==> src/rtl/nsg_pkg.sv <==
// Shared types, sentence templates and small arithmetic helpers for the NMEA sentence generator.
package nsg_pkg;

    localparam int BODY_MAX = 42;

    localparam logic [7:0] CH_ZERO   = 8'h30;
    localparam logic [7:0] CH_DOLLAR = 8'h24;
    localparam logic [7:0] CH_STAR   = 8'h2A;
    localparam logic [7:0] CH_CR     = 8'h0D;
    localparam logic [7:0] CH_LF     = 8'h0A;
    localparam logic [7:0] CH_SPACE  = 8'h20;

    localparam logic [2:0] TYPE_MAX = 3'd4;
    localparam logic [2:0] TYPE_POS = 3'd0;
    localparam logic [2:0] TYPE_HDG = 3'd1;
    localparam logic [2:0] TYPE_DEP = 3'd2;
    localparam logic [2:0] TYPE_SPD = 3'd3;

    localparam logic [13:0] MAG_MAX = 14'd9999;
    localparam logic [4:0]  HH_MAX  = 5'd23;
    localparam logic [5:0]  MS_MAX  = 6'd59;
    localparam logic [6:0]  CC_MAX  = 7'd99;

    localparam logic [8*42-1:0] STR_GLL = "GPGLL,4542.5020,N,02817.1540,E,192141.99,A";
    localparam logic [8*13-1:0] STR_HDT = "HCHDT,354.0,T";
    localparam logic [8*16-1:0] STR_DBT = "SDDBT,,,10.0,M,,";
    localparam logic [8*18-1:0] STR_VBW = "VMVBW,,,,,10.0,N,,";
    localparam logic [8*14-1:0] STR_RSA = "RCRSA,00.0,A,,";
    localparam logic [8*15-1:0] STR_RSN = "RCRSA,-00.1,A,,";

    typedef enum logic [2:0] {
        TPL_GLL,
        TPL_HDT,
        TPL_DBT,
        TPL_VBW,
        TPL_RSA,
        TPL_RSN
    } tpl_t;

    typedef enum logic [1:0] {
        ST_IDLE,
        ST_CONV,
        ST_EMIT
    } state_t;

    typedef struct packed {
        logic capture;
        logic conv;
        logic emit;
    } cmd_t;

    typedef struct packed {
        logic type_ok;
        logic conv_done;
        logic room;
        logic at_end;
    } sts_t;

    function automatic logic [5:0] tpl_len(tpl_t t);
        logic [5:0] n;
        case (t)
            TPL_GLL: n = 6'd42;
            TPL_HDT: n = 6'd13;
            TPL_DBT: n = 6'd16;
            TPL_VBW: n = 6'd18;
            TPL_RSA: n = 6'd14;
            TPL_RSN: n = 6'd15;
            default: n = 6'd0;
        endcase
        return n;
    endfunction

    // Templates are right-justified in their constants, so a character sits
    // at an offset counted back from the template's end.
    function automatic logic [7:0] tpl_char(tpl_t t, logic [5:0] pos);
        logic [7:0] ch;
        int         sh;
        ch = CH_SPACE;
        sh = 8 * (int'(tpl_len(t)) - 1 - int'(pos));
        if (pos < tpl_len(t))
        begin
            case (t)
                TPL_GLL: ch = STR_GLL[sh +: 8];
                TPL_HDT: ch = STR_HDT[sh +: 8];
                TPL_DBT: ch = STR_DBT[sh +: 8];
                TPL_VBW: ch = STR_VBW[sh +: 8];
                TPL_RSA: ch = STR_RSA[sh +: 8];
                TPL_RSN: ch = STR_RSN[sh +: 8];
                default: ch = CH_SPACE;
            endcase
        end
        return ch;
    endfunction

    // Tens digit of a value below 100 by multiplying with 205/2048.
    function automatic logic [3:0] tens_of(logic [6:0] v);
        logic [14:0] p;
        p = 15'(v) * 15'd205;
        return p[14:11];
    endfunction

    function automatic logic [3:0] units_of(logic [6:0] v);
        logic [3:0] t;
        logic [6:0] r;
        t = tens_of(v);
        r = v - ({t, 3'b000} + {2'b00, t, 1'b0});
        return r[3:0];
    endfunction

    function automatic logic [7:0] hex_char(logic [3:0] n);
        logic [7:0] ch;
        if (n < 4'd10)
        begin
            ch = CH_ZERO + {4'd0, n};
        end
        else
        begin
            ch = 8'h37 + {4'd0, n};
        end
        return ch;
    endfunction

endpackage

==> src/rtl/nsg_ctrl.sv <==
// Controller state machine: request intake, digit conversion and byte emission sequencing.
module nsg_ctrl (
    input  logic          clk,
    input  logic          rst_n,
    input  logic          req_valid,
    output logic          req_stall,
    input  nsg_pkg::sts_t sts,
    output nsg_pkg::cmd_t cmd
);
    import nsg_pkg::*;

    state_t state_reg;
    state_t state_next;

    always_ff @(posedge clk or negedge rst_n)
    begin
        if (!rst_n)
        begin
            state_reg <= ST_IDLE;
        end
        else
        begin
            state_reg <= state_next;
        end
    end

    always_comb
    begin
        state_next = state_reg;
        case (state_reg)
            ST_IDLE:
            begin
                if (req_valid && sts.type_ok)
                begin
                    state_next = ST_CONV;
                end
            end
            ST_CONV:
            begin
                if (sts.conv_done)
                begin
                    state_next = ST_EMIT;
                end
            end
            ST_EMIT:
            begin
                if (sts.room && sts.at_end)
                begin
                    state_next = ST_IDLE;
                end
            end
            default:
            begin
                state_next = ST_IDLE;
            end
        endcase
    end

    always_comb
    begin
        cmd       = '0;
        req_stall = 1'b1;
        case (state_reg)
            ST_IDLE:
            begin
                req_stall   = 1'b0;
                cmd.capture = req_valid && sts.type_ok;
            end
            ST_CONV:
            begin
                cmd.conv = !sts.conv_done;
            end
            ST_EMIT:
            begin
                cmd.emit = sts.room;
            end
            default:
            begin
                req_stall = 1'b1;
            end
        endcase
    end

endmodule

==> src/rtl/nsg_datapath.sv <==
// Datapath: request capture, decimal conversion, sentence byte selection, checksum and output register.
module nsg_datapath (
    input  logic               clk,
    input  logic               rst_n,
    input  nsg_pkg::cmd_t      cmd,
    output nsg_pkg::sts_t      sts,
    input  logic [2:0]         sentence_type,
    input  logic signed [14:0] value,
    input  logic [4:0]         hours,
    input  logic [5:0]         minutes,
    input  logic [5:0]         seconds,
    input  logic [6:0]         hundredths,
    input  logic               rsp_stall,
    output logic               rsp_valid,
    output logic [7:0]         out_byte,
    output logic               last_byte
);
    import nsg_pkg::*;

    tpl_t        tpl_reg;
    logic [13:0] rem_reg;
    logic [1:0]  dsel_reg;
    logic [3:0]  dig_reg [3];
    logic [3:0]  time_reg [8];
    logic [5:0]  idx_reg;
    logic [7:0]  sum_reg;
    logic        rsp_valid_reg;
    logic [7:0]  out_byte_reg;
    logic        last_reg;

    logic        neg;
    logic [14:0] mag_full;
    logic [13:0] mag;
    logic [6:0]  hh_sat;
    logic [6:0]  mm_sat;
    logic [6:0]  ss_sat;
    logic [6:0]  cc_sat;
    logic [13:0] weight;
    logic [5:0]  len;
    logic [5:0]  pos;
    logic [3:0]  dsub;
    logic        dsub_hit;
    logic [7:0]  body_char;
    logic [7:0]  cur_byte;
    logic        in_body;
    tpl_t        tpl_sel;

    assign neg      = value[14];
    assign mag_full = neg ? (15'd0 - value) : value;
    assign mag      = (mag_full > {1'b0, MAG_MAX}) ? MAG_MAX : mag_full[13:0];
    assign hh_sat   = {2'b00, (hours > HH_MAX) ? HH_MAX : hours};
    assign mm_sat   = {1'b0, (minutes > MS_MAX) ? MS_MAX : minutes};
    assign ss_sat   = {1'b0, (seconds > MS_MAX) ? MS_MAX : seconds};
    assign cc_sat   = (hundredths > CC_MAX) ? CC_MAX : hundredths;

    always_comb
    begin
        case (sentence_type)
            TYPE_POS: tpl_sel = TPL_GLL;
            TYPE_HDG: tpl_sel = TPL_HDT;
            TYPE_DEP: tpl_sel = TPL_DBT;
            TYPE_SPD: tpl_sel = TPL_VBW;
            default:  tpl_sel = neg ? TPL_RSN : TPL_RSA;
        endcase
    end

    always_comb
    begin
        case (dsel_reg)
            2'd0:    weight = 14'd1000;
            2'd1:    weight = 14'd100;
            default: weight = 14'd10;
        endcase
    end

    // Conversion by repeated subtraction, one decimal weight after another.
    always_ff @(posedge clk)
    begin
        if (cmd.capture)
        begin
            tpl_reg     <= tpl_sel;
            rem_reg     <= mag;
            dig_reg[0]  <= 4'd0;
            dig_reg[1]  <= 4'd0;
            dig_reg[2]  <= 4'd0;
            time_reg[0] <= tens_of(hh_sat);
            time_reg[1] <= units_of(hh_sat);
            time_reg[2] <= tens_of(mm_sat);
            time_reg[3] <= units_of(mm_sat);
            time_reg[4] <= tens_of(ss_sat);
            time_reg[5] <= units_of(ss_sat);
            time_reg[6] <= tens_of(cc_sat);
            time_reg[7] <= units_of(cc_sat);
        end
        else if (cmd.conv && (rem_reg >= weight))
        begin
            rem_reg           <= rem_reg - weight;
            dig_reg[dsel_reg] <= dig_reg[dsel_reg] + 4'd1;
        end
    end

    always_ff @(posedge clk or negedge rst_n)
    begin
        if (!rst_n)
        begin
            dsel_reg      <= 2'd0;
            idx_reg       <= 6'd0;
            sum_reg       <= 8'd0;
            rsp_valid_reg <= 1'b0;
        end
        else
        begin
            if (cmd.capture)
            begin
                dsel_reg <= 2'd0;
                idx_reg  <= 6'd0;
                sum_reg  <= 8'd0;
            end
            else
            begin
                if (cmd.conv && (rem_reg < weight))
                begin
                    dsel_reg <= dsel_reg + 2'd1;
                end
                if (cmd.emit)
                begin
                    idx_reg <= idx_reg + 6'd1;
                    if (in_body)
                    begin
                        sum_reg <= sum_reg ^ cur_byte;
                    end
                end
            end
            if (cmd.emit)
            begin
                rsp_valid_reg <= 1'b1;
            end
            else if (!rsp_stall)
            begin
                rsp_valid_reg <= 1'b0;
            end
        end
    end

    always_ff @(posedge clk)
    begin
        if (cmd.emit)
        begin
            out_byte_reg <= cur_byte;
            last_reg     <= sts.at_end;
        end
    end

    assign len     = tpl_len(tpl_reg);
    assign pos     = idx_reg - 6'd1;
    assign in_body = (idx_reg != 6'd0) && (idx_reg <= len);

    // Digits that replace template characters at fixed body positions.
    always_comb
    begin
        dsub     = 4'd0;
        dsub_hit = 1'b1;
        case (tpl_reg)
            TPL_GLL:
            begin
                case (pos)
                    6'd24:   dsub = dig_reg[0];
                    6'd25:   dsub = dig_reg[1];
                    6'd26:   dsub = dig_reg[2];
                    6'd27:   dsub = rem_reg[3:0];
                    6'd31:   dsub = time_reg[0];
                    6'd32:   dsub = time_reg[1];
                    6'd33:   dsub = time_reg[2];
                    6'd34:   dsub = time_reg[3];
                    6'd35:   dsub = time_reg[4];
                    6'd36:   dsub = time_reg[5];
                    6'd38:   dsub = time_reg[6];
                    6'd39:   dsub = time_reg[7];
                    default: dsub_hit = 1'b0;
                endcase
            end
            TPL_HDT:
            begin
                case (pos)
                    6'd6:    dsub = dig_reg[0];
                    6'd7:    dsub = dig_reg[1];
                    6'd8:    dsub = dig_reg[2];
                    6'd10:   dsub = rem_reg[3:0];
                    default: dsub_hit = 1'b0;
                endcase
            end
            TPL_DBT:
            begin
                case (pos)
                    6'd8:    dsub = dig_reg[1];
                    6'd9:    dsub = dig_reg[2];
                    6'd11:   dsub = rem_reg[3:0];
                    default: dsub_hit = 1'b0;
                endcase
            end
            TPL_VBW:
            begin
                case (pos)
                    6'd10:   dsub = dig_reg[1];
                    6'd11:   dsub = dig_reg[2];
                    6'd13:   dsub = rem_reg[3:0];
                    default: dsub_hit = 1'b0;
                endcase
            end
            TPL_RSA:
            begin
                case (pos)
                    6'd6:    dsub = dig_reg[1];
                    6'd7:    dsub = dig_reg[2];
                    6'd9:    dsub = rem_reg[3:0];
                    default: dsub_hit = 1'b0;
                endcase
            end
            TPL_RSN:
            begin
                case (pos)
                    6'd7:    dsub = dig_reg[1];
                    6'd8:    dsub = dig_reg[2];
                    6'd10:   dsub = rem_reg[3:0];
                    default: dsub_hit = 1'b0;
                endcase
            end
            default:
            begin
                dsub_hit = 1'b0;
            end
        endcase
    end

    assign body_char = dsub_hit ? (CH_ZERO + {4'd0, dsub}) : tpl_char(tpl_reg, pos);

    always_comb
    begin
        if (idx_reg == 6'd0)
        begin
            cur_byte = CH_DOLLAR;
        end
        else if (in_body)
        begin
            cur_byte = body_char;
        end
        else if (idx_reg == len + 6'd1)
        begin
            cur_byte = CH_STAR;
        end
        else if (idx_reg == len + 6'd2)
        begin
            cur_byte = hex_char(sum_reg[7:4]);
        end
        else if (idx_reg == len + 6'd3)
        begin
            cur_byte = hex_char(sum_reg[3:0]);
        end
        else if (idx_reg == len + 6'd4)
        begin
            cur_byte = CH_CR;
        end
        else
        begin
            cur_byte = CH_LF;
        end
    end

    assign sts.type_ok   = (sentence_type <= TYPE_MAX);
    assign sts.conv_done = (dsel_reg == 2'd3);
    assign sts.room      = !rsp_valid_reg || !rsp_stall;
    assign sts.at_end    = (idx_reg == len + 6'd5);

    assign rsp_valid = rsp_valid_reg;
    assign out_byte  = out_byte_reg;
    assign last_byte = last_reg;

endmodule

==> src/rtl/nmea_sentence_generator.sv <==
// Top level of the NMEA 0183 sentence generator.
//
//   Channel | Handshake             | Payload
//   --------+-----------------------+------------------------------------------------
//   request | req_valid / req_stall | sentence_type, value, hours, minutes, seconds,
//           |                       | hundredths
//   bytes   | rsp_valid / rsp_stall | out_byte, last_byte
//
// A request is taken in one transfer, then converted to decimal (repeated subtraction
// of 1000, 100 and 10, one step a cycle, then a turnaround in ST_CONV) and emitted at
// one byte per cycle while the byte channel does not stall, 19 to 48 bytes. Sentence
// types above 4 are taken and produce nothing. Reset clears the controller and the
// output valid. A stall on the byte channel holds the current byte and pauses emission;
// req_stall stays high from a transfer until the sentence's last byte is loaded.
module nmea_sentence_generator (
    input  logic               clk,
    input  logic               rst_n,
    input  logic               req_valid,
    output logic               req_stall,
    input  logic [2:0]         sentence_type,
    input  logic signed [14:0] value,
    input  logic [4:0]         hours,
    input  logic [5:0]         minutes,
    input  logic [5:0]         seconds,
    input  logic [6:0]         hundredths,
    output logic               rsp_valid,
    input  logic               rsp_stall,
    output logic [7:0]         out_byte,
    output logic               last_byte
);
    import nsg_pkg::*;

    cmd_t cmd;
    sts_t sts;

    nsg_ctrl u_ctrl (
        .clk       (clk),
        .rst_n     (rst_n),
        .req_valid (req_valid),
        .req_stall (req_stall),
        .sts       (sts),
        .cmd       (cmd)
    );

    nsg_datapath u_dp (
        .clk           (clk),
        .rst_n         (rst_n),
        .cmd           (cmd),
        .sts           (sts),
        .sentence_type (sentence_type),
        .value         (value),
        .hours         (hours),
        .minutes       (minutes),
        .seconds       (seconds),
        .hundredths    (hundredths),
        .rsp_stall     (rsp_stall),
        .rsp_valid     (rsp_valid),
        .out_byte      (out_byte),
        .last_byte     (last_byte)
    );

endmodule

==> config.mk <==
export PLATFORM = sky130hd
export DESIGN_NAME = nmea_sentence_generator
export DESIGN_NICKNAME = d
export VERILOG_FILES = /design/src/rtl/nsg_pkg.sv /design/src/rtl/nsg_ctrl.sv /design/src/rtl/nsg_datapath.sv /design/src/rtl/nmea_sentence_generator.sv
export SDC_FILE = /design/constraint.sdc
export NUM_CORES = 1
export LEC_CHECK = 0
export BUFFER_PORTS_ARGS = -buffer_cell sky130_fd_sc_hd__buf_2
export CORE_UTILIZATION = 45
export CTS_CLUSTER_DIAMETER = 150
export CTS_CLUSTER_SIZE = 10
export DETAILED_ROUTE_END_ITERATION = 16
export GPL_TIMING_DRIVEN = 0
export HOLD_SLACK_MARGIN = 0.1
export PLACE_DENSITY_LB_ADDON = 0.12
export SLEW_MARGIN = 20
export SYNTH_ARGS = -nofsm -noshare
export SYNTH_HDL_FRONTEND = slang
export SYNTH_SLANG_ARGS = --single-unit
==> constraint.sdc <==
create_clock -name clk -period 4.7 [get_ports clk]
set_clock_uncertainty 0.15 [all_clocks]
set_input_delay 0.94 -clock clk [delete_from_list [all_inputs] [get_ports clk]]
set_output_delay 0.94 -clock clk [all_outputs]
set_load 0.01 [all_outputs]
# ---- Yosys cells after proc, flatten, opt, wreduce, memory -nomap -nowiden
# Memories as Yosys holds them, arrays and structs flattened.
# Index checks and enable logic that the tools add are counted.
dict set report op_classes {
  n_addsub 26
  n_mul 4
  order_cmp 12
  eq_ne 40
  n_shift 6
  muxes 62
  bitwise 1
  n_reduce_logical 28
}
# op n
set ops {}
lappend ops {{$shiftx A336 B32 Y8 const A} 1}
lappend ops {{$shiftx A144 B32 Y8 const A} 1}
lappend ops {{$shiftx A128 B32 Y8 const A} 1}
lappend ops {{$shiftx A120 B32 Y8 const A} 1}
lappend ops {{$shiftx A112 B32 Y8 const A} 1}
lappend ops {{$shiftx A104 B32 Y8 const A} 1}
lappend ops {{$mux W8} 12}
lappend ops {{$pmux W4 S12} 1}
lappend ops {{$pmux W4 S3} 4}
lappend ops {{$pmux W8 S6} 1}
lappend ops {{$eq A6 B6 Y1 const B} 7}
lappend ops {{$mux W14} 3}
lappend ops {{$pmux W6 S6} 1}
lappend ops {{$add A6 B4 Y7 const A} 5}
lappend ops {{$eq A6 B4 Y1 const B} 5}
lappend ops {{$eq A6 B5 Y1 const B} 5}
lappend ops {{$eq A6 B6 Y1} 5}
lappend ops {{$sub A29 B7 Y29} 1}
lappend ops {{$mul A6 B8 Y14 const B} 2}
lappend ops {{$mux W6} 4}
lappend ops {{$pmux W4 S6} 1}
lappend ops {{$pmux W10 S2} 1}
lappend ops {{$mux W1} 19}
lappend ops {{$pmux W4 S4} 1}
lappend ops {{other kinds (54)} 95}
dict set report word_totals {
  regBits 45
  ramBits 44
  input_bits 46
  out_inout_bits 11
  word_cells 190
  n_memories 2
}
# name depth width rd rd_clocked_by_memory_dff wr line_no
set mem_list {}
lappend mem_list {u_dp.time_reg 8 4 8 0 8 nsg_datapath.sv:24} ;# logic [3:0] time_reg [8];
lappend mem_list {u_dp.dig_reg 3 4 4 0 3 nsg_datapath.sv:23} ;# logic [3:0] dig_reg [3];

# ---- Depth between registers and ports, before layout
# Gate-level depths: netlist of run 1.
dict set report logic_depth {
  ltp_word 14
  depth_mapped 24
  depth_no_buf 24
}

# ---- Modules after synthesis
# Synthesis of run 1 repeated with hierarchy kept, for this count alone.
dict set report unflattened {
  hier_cells 1390
  area_unflattened_um2 11746.3
}
# module instances cells_per_inst area_per_inst_um2 seq_area_each_um2
set by_module_without_submodules {}
lappend by_module_without_submodules {nsg_datapath 1 1378 11629.9 2497.4}
lappend by_module_without_submodules {nsg_ctrl 1 12 116.4 50.0}

# ---- Worst setup path before layout of run 1
# OpenSTA, ideal clock, no wires.
dict set report synth_timing {
  kind {input to register}
  from {input port hundredths[5]}
  to {memory u_dp.time_reg[7][3], in the netlist u_dp.time_reg[1][15], data pin}
  setup_ns 0.259
  t_arrival_ns 4.896
  required_ns 4.291
  slack_ns -0.605
  path_stages 21
  n_path_buf 0
  path_cell_list {nand2_1 > and2_1 > ha_1 > fa_1 > ha_1 > inv_1 > fa_1 > inv_1 > ha_1 > a21o_1 > a211oi_1 > o21ai_0 > a21oi_1 > inv_1 > a21oi_1 > xnor2_1 > ha_1 > nand2_1 > nand2_1 > xnor2_1 > xnor2_1}
}
# item line_no
set synth_rtl {}
lappend synth_rtl {{from (decl)} nmea_sentence_generator.sv:25} ;# input logic [6:0] hundredths,
lappend synth_rtl {{to (decl)} nsg_datapath.sv:24}

==> results of run 1 <==
[area by class of cell]
type / count / area (sq um) / share of cell area (%)
flip-flops and latches: 88 / 2550 / 18.8
well taps: 324 / 405 / 3.00
clock inverters: 6 / 92.6 / 0.684
plain buffers: 72 / 365 / 2.70
inverters: 115 / 439 / 3.25
repair buffers: 100 / 714 / 5.28
multi-input cells: 1058 / 8740 / 64.6
clock buffers: 10 / 229 / 1.69
[layout by cell type (no fill, tap or decap), types with 10 or more instances in the layout]
cell type    n
nand3_1     25
a22o_1      11
inv_1       98
o31ai_1     11
xnor2_1     51
edfxtp_1    69
ha_4        21
buf_2       59
ha_1       133
a21oi_1     71
or2_2       15
nor2b_1     23
fa_1        19
buf_4       48
o22ai_1     10
xor2_1      23
nand2b_1    24
nor3_1      35
o21ai_0     59
or3_1       13
a22oi_1     24
clkbuf_1    34
a21o_1      15
nand2_1     98
a31oi_1     10
nor2_1      79
o211ai_1    16
inv_2       12
dfrtp_1     18
[power by group]
part,total [W],internal [W],switching [W]
Combinational,0.00588,0.00234,0.00354
Clock,0.000785,0.000469,0.000317
Sequential,0.00138,0.00120,0.000182
[repair_timing]
action	in CTS	in global routing
setup buffers	23	23
gates resized for setup	97	90
pin swaps	36	58
setup endpoints to repair	18	22
[layer usage]
metal | global-route usage (%) | wire [um] | share of wire, % | up-vias
met5 | 0 | 0 | 0 | -
met4 | 10.1 | 991 | 3.0 | 0
met3 | 3.80 | 2320 | 7.0 | 74
met2 | 41.4 | 15500 | 46 | 426
met1 | 35.3 | 14500 | 44 | 5058
li1 | - | - | - | 5109
[critical path, stage by stage]
cell	delay, ns
buf_8	0.11
nand2_8	0.07
and2_4	0.18
ha_4	0.22
fa_1	0.48
ha_1	0.31
inv_2	0.04
fa_1	0.51
inv_2	0.05
ha_4	0.20
a21o_1	0.18
a211oi_2	0.19
o21ai_1	0.12
a21oi_2	0.19
inv_2	0.06
a21oi_4	0.16
xnor2_2	0.10
ha_1	0.33
nand2_1	0.07
nand2_1	0.06
xnor2_1	0.14
xnor2_1	0.12
[final timing paths]
path                                   endpoint  cells after the start
min                             u_dp.sum_reg[4]                      1
min in group asynchronous       u_dp.idx_reg[5]                      1
max reg2reg                    u_dp.out_byte[2]                     18
min reg2reg                     u_dp.sum_reg[4]                      1
max in group asynchronous       u_dp.idx_reg[1]                      1
max                        u_dp.time_reg[1][15]                     22
[through the flow]
| step | hold WS [ns] | setup TNS [ns] | utilization, % |
|---|---|---|---|
| floorplan | 0.303 | -0.342 | - |
| global placement | 0.325 | -22.46 | 49.6 |
| detailed placement | 0.344 | -22.36 | 49.7 |
| CTS | 0.357 | -0.146 | 53.1 |
| global route | 0.384 | -1.09 | 55.3 |
| finish | 0.356 | -0.266 | 55.3 |
[kinds of logic (layout without fill, tap and decap cells)]
logic type / after synthesis / count (layout) / share of synthesized area [%]
AND/OR/NAND/NOR: 402 / 402 / 17.8
AO/OA/AOI/OAI: 370 / 370 / 22.8
buffers and inverters: 195 / 303 / 6.70
adder cells (fa/ha/maj): 180 / 180 / 21.5
flip-flops: 88 / 88 / 22.5
XOR/XNOR: 87 / 87 / 6.98
multiplexers: 14 / 14 / 1.70
other: 1 / 5 / 0.0331
==> flow_metrics.py, run 1 <==
metrics = {
    "synth": {
        "synth_area_sq_um": 11300,
        "yosys.area.top_type": "edfxtp_1",
        "ys_top_cells_by_count": "155 x ha_1, 112 x inv_1, 108 x nand2_1",
        "synth_cell_types": 92,
        "synth_cells": 1337,
        "ys_warn_count": 0,
        "synth.top_cells.by_area": "edfxtp_1 18%, ha_1 17%, xnor2_1 4.6%",
        "syn_area_per_cell_sq_um": 8.46,
        "synth_edf_count": 69,
        "seq_area_frac_synth_pct": 22.5,
        "synth.most_common_cell": "ha_1",
        "ys_async_sr_fraction_pct": 21.6,
        "ys.flop_type": "edfxtp_1",
        "synth-seq-cells": 88,
        "synth_top_area_share_pct": 18.3,
    },
    "layout": {
        "area_growth_pct": 19.6,
        "n_antenna_cell": 0,
        "final-instance-count-excl-fill": 1773,
        "nFillCells": 2252,
        "design_area_sq_um": 13500,
        "largest_register_ff_count": 28,
        "layout-drive-gt1-share_pct": 20.5,
        "fin_nets": 1669,
    },
    "setup_path": {
        "cp-start-kind": "input pin",
        "rrSetupSlack_ns": 0.13,
        "cp-startpoint": "hundredths[6]",
        "critical_path.max_fanout": 5,
        "r2r-start": "u_dp.tpl_reg[1]",
        "arrival_ns": 4.83,
        "crit_path_end_kind": "flop",
        "timing_worst_setup_path_type": "in2reg",
        "required_ns": 4.66,
    },
    "clock_tree": {
        "clockBufferDepth": 2,
        "htree_levels": 3,
        "root_buffer": "clkbuf_16",
        "cts_hold_buf": 0,
        "cts_tree": "done",
        "path_clk_slew_ns": 0.06,
        "cts.sinks": 88,
        "numCtsBuffers": 9,
        "clk_latency_ns": 0.36,
    },
    "die": {
        "die_x_um": 161,
        "rows": 57,
        "initial_core_util_pct": 46.2,
        "die_h_um": 161,
        "core_sq_um": 24500,
        "io_pins": 57,
        "die_area_sq_um": 25800,
    },
    "status": {
        "violations": "setup timing",
        "outcome": "finished with violations",
    },
    "grt": {
        "grt_pass1_wl_um": 53500,
        "antenna_found_initial": 0,
        "grt_pass1_vias": 10200,
        "grt_max_degree": 27,
        "grt_overflow": 0,
        "grt_use_total_pct": 25.9,
    },
    "timing": {
        "slew_viol_final": 0,
        "tightest_slew_ns": 1.05,
        "setup_viol": 4,
        "layout_min_cycle_time_ns": 4.88,
        "clock.fmax_ghz": 0.205,
        "slew_headroom_pct": 29.4,
        "finalCritPeriodShare_pct": 104,
        "fin_ws_ns": -0.175,
        "hold_viol_final": 0,
        "rsz0062_at_grt": "yes",
    },
    "placed_design": {
        "dpl.hpwl_um": 25700,
        "dpl.cell_count": 1720,
        "place.gp.congestion": 0.978,
        "port_buffers": 53,
        "postPlaceCellArea_sq_um": 12200,
        "dp_slack_ns": -1.50,
    },
    "routing": {
        "avgViaCountPerCell": 6.02,
        "detail_route.first_pass.iterations": 9,
        "remaining_drc_errors": 0,
        "avgRoutedWirePerCell_um": 18.8,
        "wirelength_um": 33300,
        "route.vias.total": 10700,
        "ant_nets": 0,
        "first_iter_violations": 1004,
    },
    "pwr": {
        "power_per_cell_area_nw_per_um2": 595,
        "ir_drop_mv": 0.420,
        "leakage_nw": 5.74,
        "power_w": 0.00805,
    },
    "flow_run": {
        "cap_violations": 0,
    },
    "hold_path": {
        "hold_path_class": "reg2reg",
        "holdCritStartpoint": "u_dp.sum_reg[4]",
    },
}
Note: power is estimated with default switching activity, not from simulation.
==> run 2, diff against run 1 <==
--- a/config.mk
+++ b/config.mk
@@ -6,12 +6,13 @@
 export NUM_CORES = 1
 export LEC_CHECK = 0
 export BUFFER_PORTS_ARGS = -buffer_cell sky130_fd_sc_hd__buf_2
+export CORE_MARGIN = 5
 export CORE_UTILIZATION = 45
 export CTS_CLUSTER_DIAMETER = 150
 export CTS_CLUSTER_SIZE = 10
 export DETAILED_ROUTE_END_ITERATION = 16
 export GPL_TIMING_DRIVEN = 0
-export HOLD_SLACK_MARGIN = 0.1
+export HOLD_SLACK_MARGIN = 0.05
 export PLACE_DENSITY_LB_ADDON = 0.12
 export SLEW_MARGIN = 20
 export SYNTH_ARGS = -nofsm -noshare
==> constraint.sdc (replaced) <==
create_clock -name clk -period 6.2 [get_ports clk]
set_clock_uncertainty 0.15 [all_clocks]
set_input_delay 1.24 -clock clk [delete_from_list [all_inputs] [get_ports clk]]
set_output_delay 1.24 -clock clk [all_outputs]
set_load 0.01 [all_outputs]
==> run 2 against run 1 <==
Compared with the run above:
- the run now ends clean
- final cell count is 1.9% lower
- global-route usage shrank 3.1 points
- core utilization fell by 5.7 points
- wire length shrank 1.3%
- largest power group unchanged
- first-iteration DRC count shrank 10%
- clock power decreased by 26%
- sequential power down 24%
- sequential cell count did not move
- highest routed layer unchanged
==> flow_metrics.py, run 2 (synthesis results as in run 1) <==
metrics = {
    "placed_design": {
        "port_buffers": 53,
        "place.gp.congestion": 0.961,
        "postPlaceCellArea_sq_um": 12100,
        "dpl.hpwl_um": 26000,
    },
    "routing": {
        "avgViaCountPerCell": 6.01,
        "ant_nets": 0,
        "route.vias.total": 10500,
        "wirelength_um": 32800,
        "detail_route.first_pass.iterations": 9,
        "avgRoutedWirePerCell_um": 18.9,
        "first_iter_violations": 900,
        "remaining_drc_errors": 0,
    },
    "grt": {
        "grt_pass1_vias": 10000,
        "grt_use_total_pct": 22.9,
        "grt_max_degree": 25,
        "grt_pass1_wl_um": 53100,
        "antenna_found_initial": 0,
        "grt_overflow": 0,
    },
    "layout": {
        "n_antenna_cell": 0,
        "fin_nets": 1630,
        "nFillCells": 2517,
        "layout-drive-gt1-share_pct": 9.29,
        "area_growth_pct": 9.51,
        "final_cell_mix": "155 x ha_1, 112 x inv_1, 108 x nand2_1",
        "fin_util_pct": 49.6,
        "largest_register_ff_count": 28,
        "design_area_sq_um": 12400,
        "layout_commonest_cell": "ha_1",
    },
    "timing": {
        "layout_min_cycle_time_ns": 5.98,
        "setup_viol": 0,
        "hold_viol_final": 0,
        "finalCritPeriodShare_pct": 96.4,
        "rsz0062_at_grt": "no",
        "slew_headroom_pct": 27.4,
        "slew_viol_final": 0,
        "tightest_slew_ns": 1.08,
        "clock.fmax_ghz": 0.167,
    },
    "pwr": {
        "power_per_cell_area_nw_per_um2": 450,
        "ir_drop_mv": 0.332,
        "leakage_nw": 5.34,
    },
    "setup_path": {
        "critical_path.max_fanout": 10,
        "r2r_cells": 18,
        "cp-start-kind": "flop",
        "required_ns": 6.34,
        "crit_path_end_kind": "flop",
        "arrival_ns": 6.12,
        "timing_worst_setup_path_type": "reg2reg",
    },
    "die": {
        "die_area_sq_um": 28400,
        "die_x_um": 169,
        "initial_core_util_pct": 45.3,
        "rows": 58,
        "core_sq_um": 25000,
        "io_pins": 57,
        "die_h_um": 169,
    },
    "clock_tree": {
        "cts.sinks": 88,
        "post_cts_resize_count": 7,
        "root_buffer": "clkbuf_16",
        "clk_latency_ns": 0.36,
        "cts_tree": "done",
        "clockBufferDepth": 2,
        "htree_levels": 3,
        "path_clk_slew_ns": 0.06,
        "cts_setup_buffers": 0,
        "numCtsBuffers": 9,
        "cts_hold_buf": 0,
    },
    "hold_path": {
        "hold_path_class": "reg2reg",
        "holdPathStages": 1,
    },
    "status": {
        "outcome": "completed",
    },
    "flow_run": {
        "cap_violations": 0,
    },
}
run 2: cell types whose count changed in the layout (fill, tap and decap cells not counted), moves of 8 or more:
cell / previous run / this run
buf_4: 48 / 2
clkbuf_1: 34 / 56
ha_1: 133 / 155
ha_4: 21 / 0
inv_1: 98 / 112
inv_2: 12 / 0
nand2_1: 98 / 108
clkbuf_4: 8 / 0
nor2_1: 79 / 87
run 2: cell type report:
| type | count | area, sq um | area share, % |
|---|---|---|---|
| well taps | 330 | 413 | 3.33 |
| flip-flops and latches | 88 | 2550 | 20.6 |
| repair buffers | 55 | 304 | 2.45 |
| clock buffers | 12 | 236 | 1.91 |
| clock inverters | 4 | 70.1 | 0.566 |
| plain buffers | 78 | 327 | 2.64 |
| multi-input cells | 1058 | 8060 | 65.1 |
| inverters | 115 | 432 | 3.48 |
run 2: final timing paths:
path                                 start         endpoint  slack (ns)
max                        u_dp.tpl_reg[0]  u_dp.sum_reg[0]        0.22
min                        u_dp.sum_reg[4]  u_dp.sum_reg[4]        0.35
max reg2reg                u_dp.tpl_reg[0]  u_dp.sum_reg[0]        0.22
min reg2reg                u_dp.sum_reg[4]  u_dp.sum_reg[4]        0.35
max in group asynchronous            rst_n  u_dp.sum_reg[1]        4.79
min in group asynchronous            rst_n  u_dp.idx_reg[3]        0.73
run 2: worst max-delay path, stage by stage, from the launching register on:
cell      delay (ns)
edfxtp_1        0.40
clkbuf_1        0.20
clkbuf_1        0.27
clkbuf_1        0.33
o21ai_4         0.42
inv_1           0.17
ha_1            0.40
inv_1           0.06
ha_1            0.36
xor2_1          0.47
clkbuf_1        0.40
nand2_1         0.31
a311o_1         0.43
o311ai_0        0.16
o211ai_1        0.17
a32oi_1         0.50
o21ai_0         0.20
a311oi_1        0.35
a31o_2          0.15
run 2: power by group:
part	switching [W]	internal [W]
clock network	0.000229	0.000352
logic	0.00251	0.00143
registers	0.000137	0.000911
total	0.00288	0.00269
run 2: routing by layer:
metal / global-route usage [%] / vias to the layer above / share of wire (%) / wire [um]
met5: 0 / - / 0 / 0
met4: 6.95 / 0 / 2.8 / 911
met3: 3.53 / 64 / 6.4 / 2110
met2: 37.4 / 397 / 46 / 15100
met1: 31.4 / 4981 / 45 / 14700
li1: - / 5024 / - / -
run 2: metrics by stage:
| step | instances | power [W] | hold WS, ns | setup TNS [ns] | worst slack [ns] |
|---|---|---|---|---|---|
| after floorplan | 1341 | 0.00381 | 0.303 | 0 | 0.595 |
| after global placement | 1724 | 0.00486 | 0.327 | -2.32 | -0.284 |
| after detailed placement | 1726 | 0.00486 | 0.330 | -1.98 | -0.250 |
| after CTS | 1742 | 0.00549 | 0.343 | 0 | 0.0386 |
| after global routing | 1740 | 0.00599 | 0.375 | 0 | 0.00278 |
| final | 1740 | 0.00557 | 0.351 | 0 | 0.222 |
==> run 3, diff against run 2 <==
--- a/config.mk
+++ b/config.mk
@@ -6,8 +6,10 @@
 export NUM_CORES = 1
 export LEC_CHECK = 0
 export BUFFER_PORTS_ARGS = -buffer_cell sky130_fd_sc_hd__buf_2
+export CELL_PAD_IN_SITES_DETAIL_PLACEMENT = 0
+export CELL_PAD_IN_SITES_GLOBAL_PLACEMENT = 2
 export CORE_MARGIN = 5
-export CORE_UTILIZATION = 45
+export CORE_UTILIZATION = 43
 export CTS_CLUSTER_DIAMETER = 150
 export CTS_CLUSTER_SIZE = 10
 export DETAILED_ROUTE_END_ITERATION = 16
==> run 3 against run 2 <==
Compared with the run above:
- die area is 4.4% higher
- critical endpoint is now u_dp.sum_reg[2]
- count of clock-buffer cells in the layout shrank 3
- clock power is 3% lower
- power up 0.48%
- worst hold slack worse by 0.013 ns
- largest power group unchanged
==> flow_metrics.py, run 3 (synthesis results as in run 1) <==
metrics = {
    "die": {
        "core_sq_um": 26000,
        "die_x_um": 172,
        "initial_core_util_pct": 43.5,
        "rows": 59,
        "io_pins": 57,
        "die_area_sq_um": 29700,
        "die_h_um": 172,
    },
    "setup_path": {
        "critical_path.max_fanout": 10,
        "r2r_cells": 22,
        "critPathBufInv": 6,
        "required_ns": 6.32,
        "critPathTopFamily": "compound AO/OA/AOI/OAI gates",
        "regToRegEndpoint": "u_dp.sum_reg[2]",
        "rrSetupSlack_ns": 0.22,
        "slowest_delay_ns": 0.80,
        "r2r-start": "u_dp.tpl_reg[1]",
        "cp_cell_sequence": "buf_4 -> clkbuf_1 -> buf_2 -> clkbuf_2 -> nand2_1 -> o21ai_2 -> ha_1 -> inv_1 -> a211oi_1 -> a21oi_1 -> ha_1 -> clkbuf_1 -> nand2_1 -> a211oi_1 -> o21ai_0 -> a2111oi_0 -> a211o_1 -> nand2_1 -> a21oi_1 -> o21bai_1 -> a21oi_1 -> mux2i_1",
        "arrival_ns": 6.10,
        "timing_worst_setup_path_type": "reg2reg",
        "cp-start-kind": "flop",
        "crit_slowest_cell": "a2111oi_0",
        "crit_path_end_kind": "flop",
    },
    "clock_tree": {
        "numCtsBuffers": 9,
        "clockBufferDepth": 2,
        "clk_latency_ns": 0.36,
        "cts_tree": "done",
        "path_clk_slew_ns": 0.07,
        "cts.sinks": 88,
        "root_buffer": "clkbuf_16",
        "htree_levels": 3,
    },
    "layout": {
        "seqCellArea_sq_um": 2550,
        "nFillCells": 2647,
        "multi_input_area_sq_um": 8060,
        "final_cell_mix": "155 x ha_1, 112 x inv_1, 108 x nand2_1",
        "area_growth_pct": 9.80,
        "layout_commonest_cell": "ha_1",
        "layout-drive-gt1-share_pct": 9.90,
        "fin_nets": 1634,
        "n_antenna_cell": 0,
        "largest_register_ff_count": 28,
    },
    "grt": {
        "antenna_found_initial": 0,
        "grt_use_total_pct": 23.0,
        "grt_overflow": 0,
        "grt_pass1_wl_um": 54600,
        "grt_pass1_vias": 10000,
        "grt_max_degree": 25,
    },
    "hold_path": {
        "holdPathEnd": "u_dp.sum_reg[4]",
        "hold_path_class": "reg2reg",
        "holdCritStartpoint": "u_dp.sum_reg[4]",
        "holdPathStages": 1,
    },
    "timing": {
        "rsz0062_at_grt": "no",
        "clock.fmax_ghz": 0.167,
        "whs_ns": 0.339,
        "hold_viol_final": 0,
        "slew_headroom_pct": 31.1,
        "slew_viol_final": 0,
        "layout_min_cycle_time_ns": 5.98,
        "finalCritPeriodShare_pct": 96.5,
        "setup_viol": 0,
        "tightest_slew_ns": 1.02,
        "tns_ns": 0,
    },
    "routing": {
        "ant_nets": 0,
        "first_iter_violations": 1256,
        "detail_route.first_pass.iterations": 8,
        "route.vias.total": 10400,
        "remaining_drc_errors": 0,
        "wirelength_um": 34000,
        "avgViaCountPerCell": 5.97,
        "avgRoutedWirePerCell_um": 19.4,
    },
    "pwr": {
        "leakage_nw": 5.36,
        "ir_drop_mv": 0.278,
        "power_per_cell_area_nw_per_um2": 451,
    },
    "status": {
        "outcome": "completed",
    },
    "placed_design": {
        "place.gp.congestion": 0.948,
        "port_buffers": 53,
        "dpl.hpwl_um": 26900,
    },
    "flow_run": {
        "cap_violations": 0,
    },
}
## run 3: cell count changes in the layout (fill, tap and decap cells not counted)
cell / change
inv_6: +4
buf_4: +3
buf_1: -2
clkbuf_1: -2
buf_2: +1
bufinv_16: -1
clkbuf_2: +1
o21ai_1: -1
o21ai_2: +1
## run 3: layout make-up
class	count	area share [%]
plain buffers	79	2.68
clock buffers	9	1.81
clock inverters	7	0.604
inverters	115	3.48
multi-input cells	1058	64.9
flip-flops and latches	88	20.5
well taps	335	3.37
repair buffers	58	2.63
## run 3: repair_timing
action,4_1_cts,5_1_grt
buffers inserted,0,3
resized for setup,10,6
hold buffers,0,0
setup endpoints to repair,13,10
## run 3: how the worst max path moves through the flow
stage | start | end | slack, ns | depth (start not counted)
3_5_place_dp | u_dp.tpl_reg[2] | u_dp.out_byte[4] | -0.72 | 19
5_1_grt | u_dp.tpl_reg[1] | u_dp.sum_reg[3] | 0.02 | 22
2_1_floorplan | hundredths[5] | u_dp.time_reg[1][15] | 0.59 | 21
3_3_place_gp | u_dp.tpl_reg[2] | u_dp.out_byte[4] | -0.83 | 19
4_1_cts | u_dp.tpl_reg[2] | u_dp.sum_reg[2] | 0.07 | 18
6_report | u_dp.tpl_reg[1] | u_dp.sum_reg[2] | 0.22 | 22
## run 3: worst reg2reg max path, cell delays in order, from the launching register on
cell and delay, ns:
edfxtp_1 0.44, buf_4 0.22, clkbuf_1 0.38, buf_2 0.36, clkbuf_2 0.35, nand2_1 0.20, o21ai_2 0.21, ha_1 0.21
inv_1 0.06, a211oi_1 0.18, a21oi_1 0.07, ha_1 0.29, clkbuf_1 0.28, nand2_1 0.09, a211oi_1 0.37, o21ai_0 0.19
a2111oi_0 0.80, a211o_1 0.24, nand2_1 0.07, a21oi_1 0.18, o21bai_1 0.15, a21oi_1 0.21, mux2i_1 0.23
## run 3: report_power, final
group | total [W] | leakage [nW] | internal [W] | switching [W]
Sequential | 0.00105 | 0.912 | 0.000911 | 0.000140
Clock | 0.000563 | 0.151 | 0.000317 | 0.000247
Combinational | 0.00398 | 4.30 | 0.00144 | 0.00254
Total | 0.00560 | 5.36 | 0.00267 | 0.00293
## run 3: through the flow
stage          area (sq um)  utilization (%)  cells  setup slack [ns]  power, W
6_report              12400             47.8   1749             0.216   0.00560
5_1_grt               12400             47.8   1749            0.0193   0.00605
4_1_cts               12400             47.7   1746            0.0659   0.00551
3_5_place_dp          12100             46.4   1731            -0.719   0.00489
3_3_place_gp          12000             46.2   1729            -0.827   0.00491
2_1_floorplan         11300                -   1341             0.595   0.00381
## run 3: per-layer routing
metal | wire length, um | vias up | global-route usage, %
met1 | 15600 | 4989 | 32.8
met5 | 0 | - | 0
met3 | 2110 | 51 | 2.88
met2 | 15600 | 384 | 37.1
met4 | 666 | 0 | 5.91
li1 | - | 5025 | -
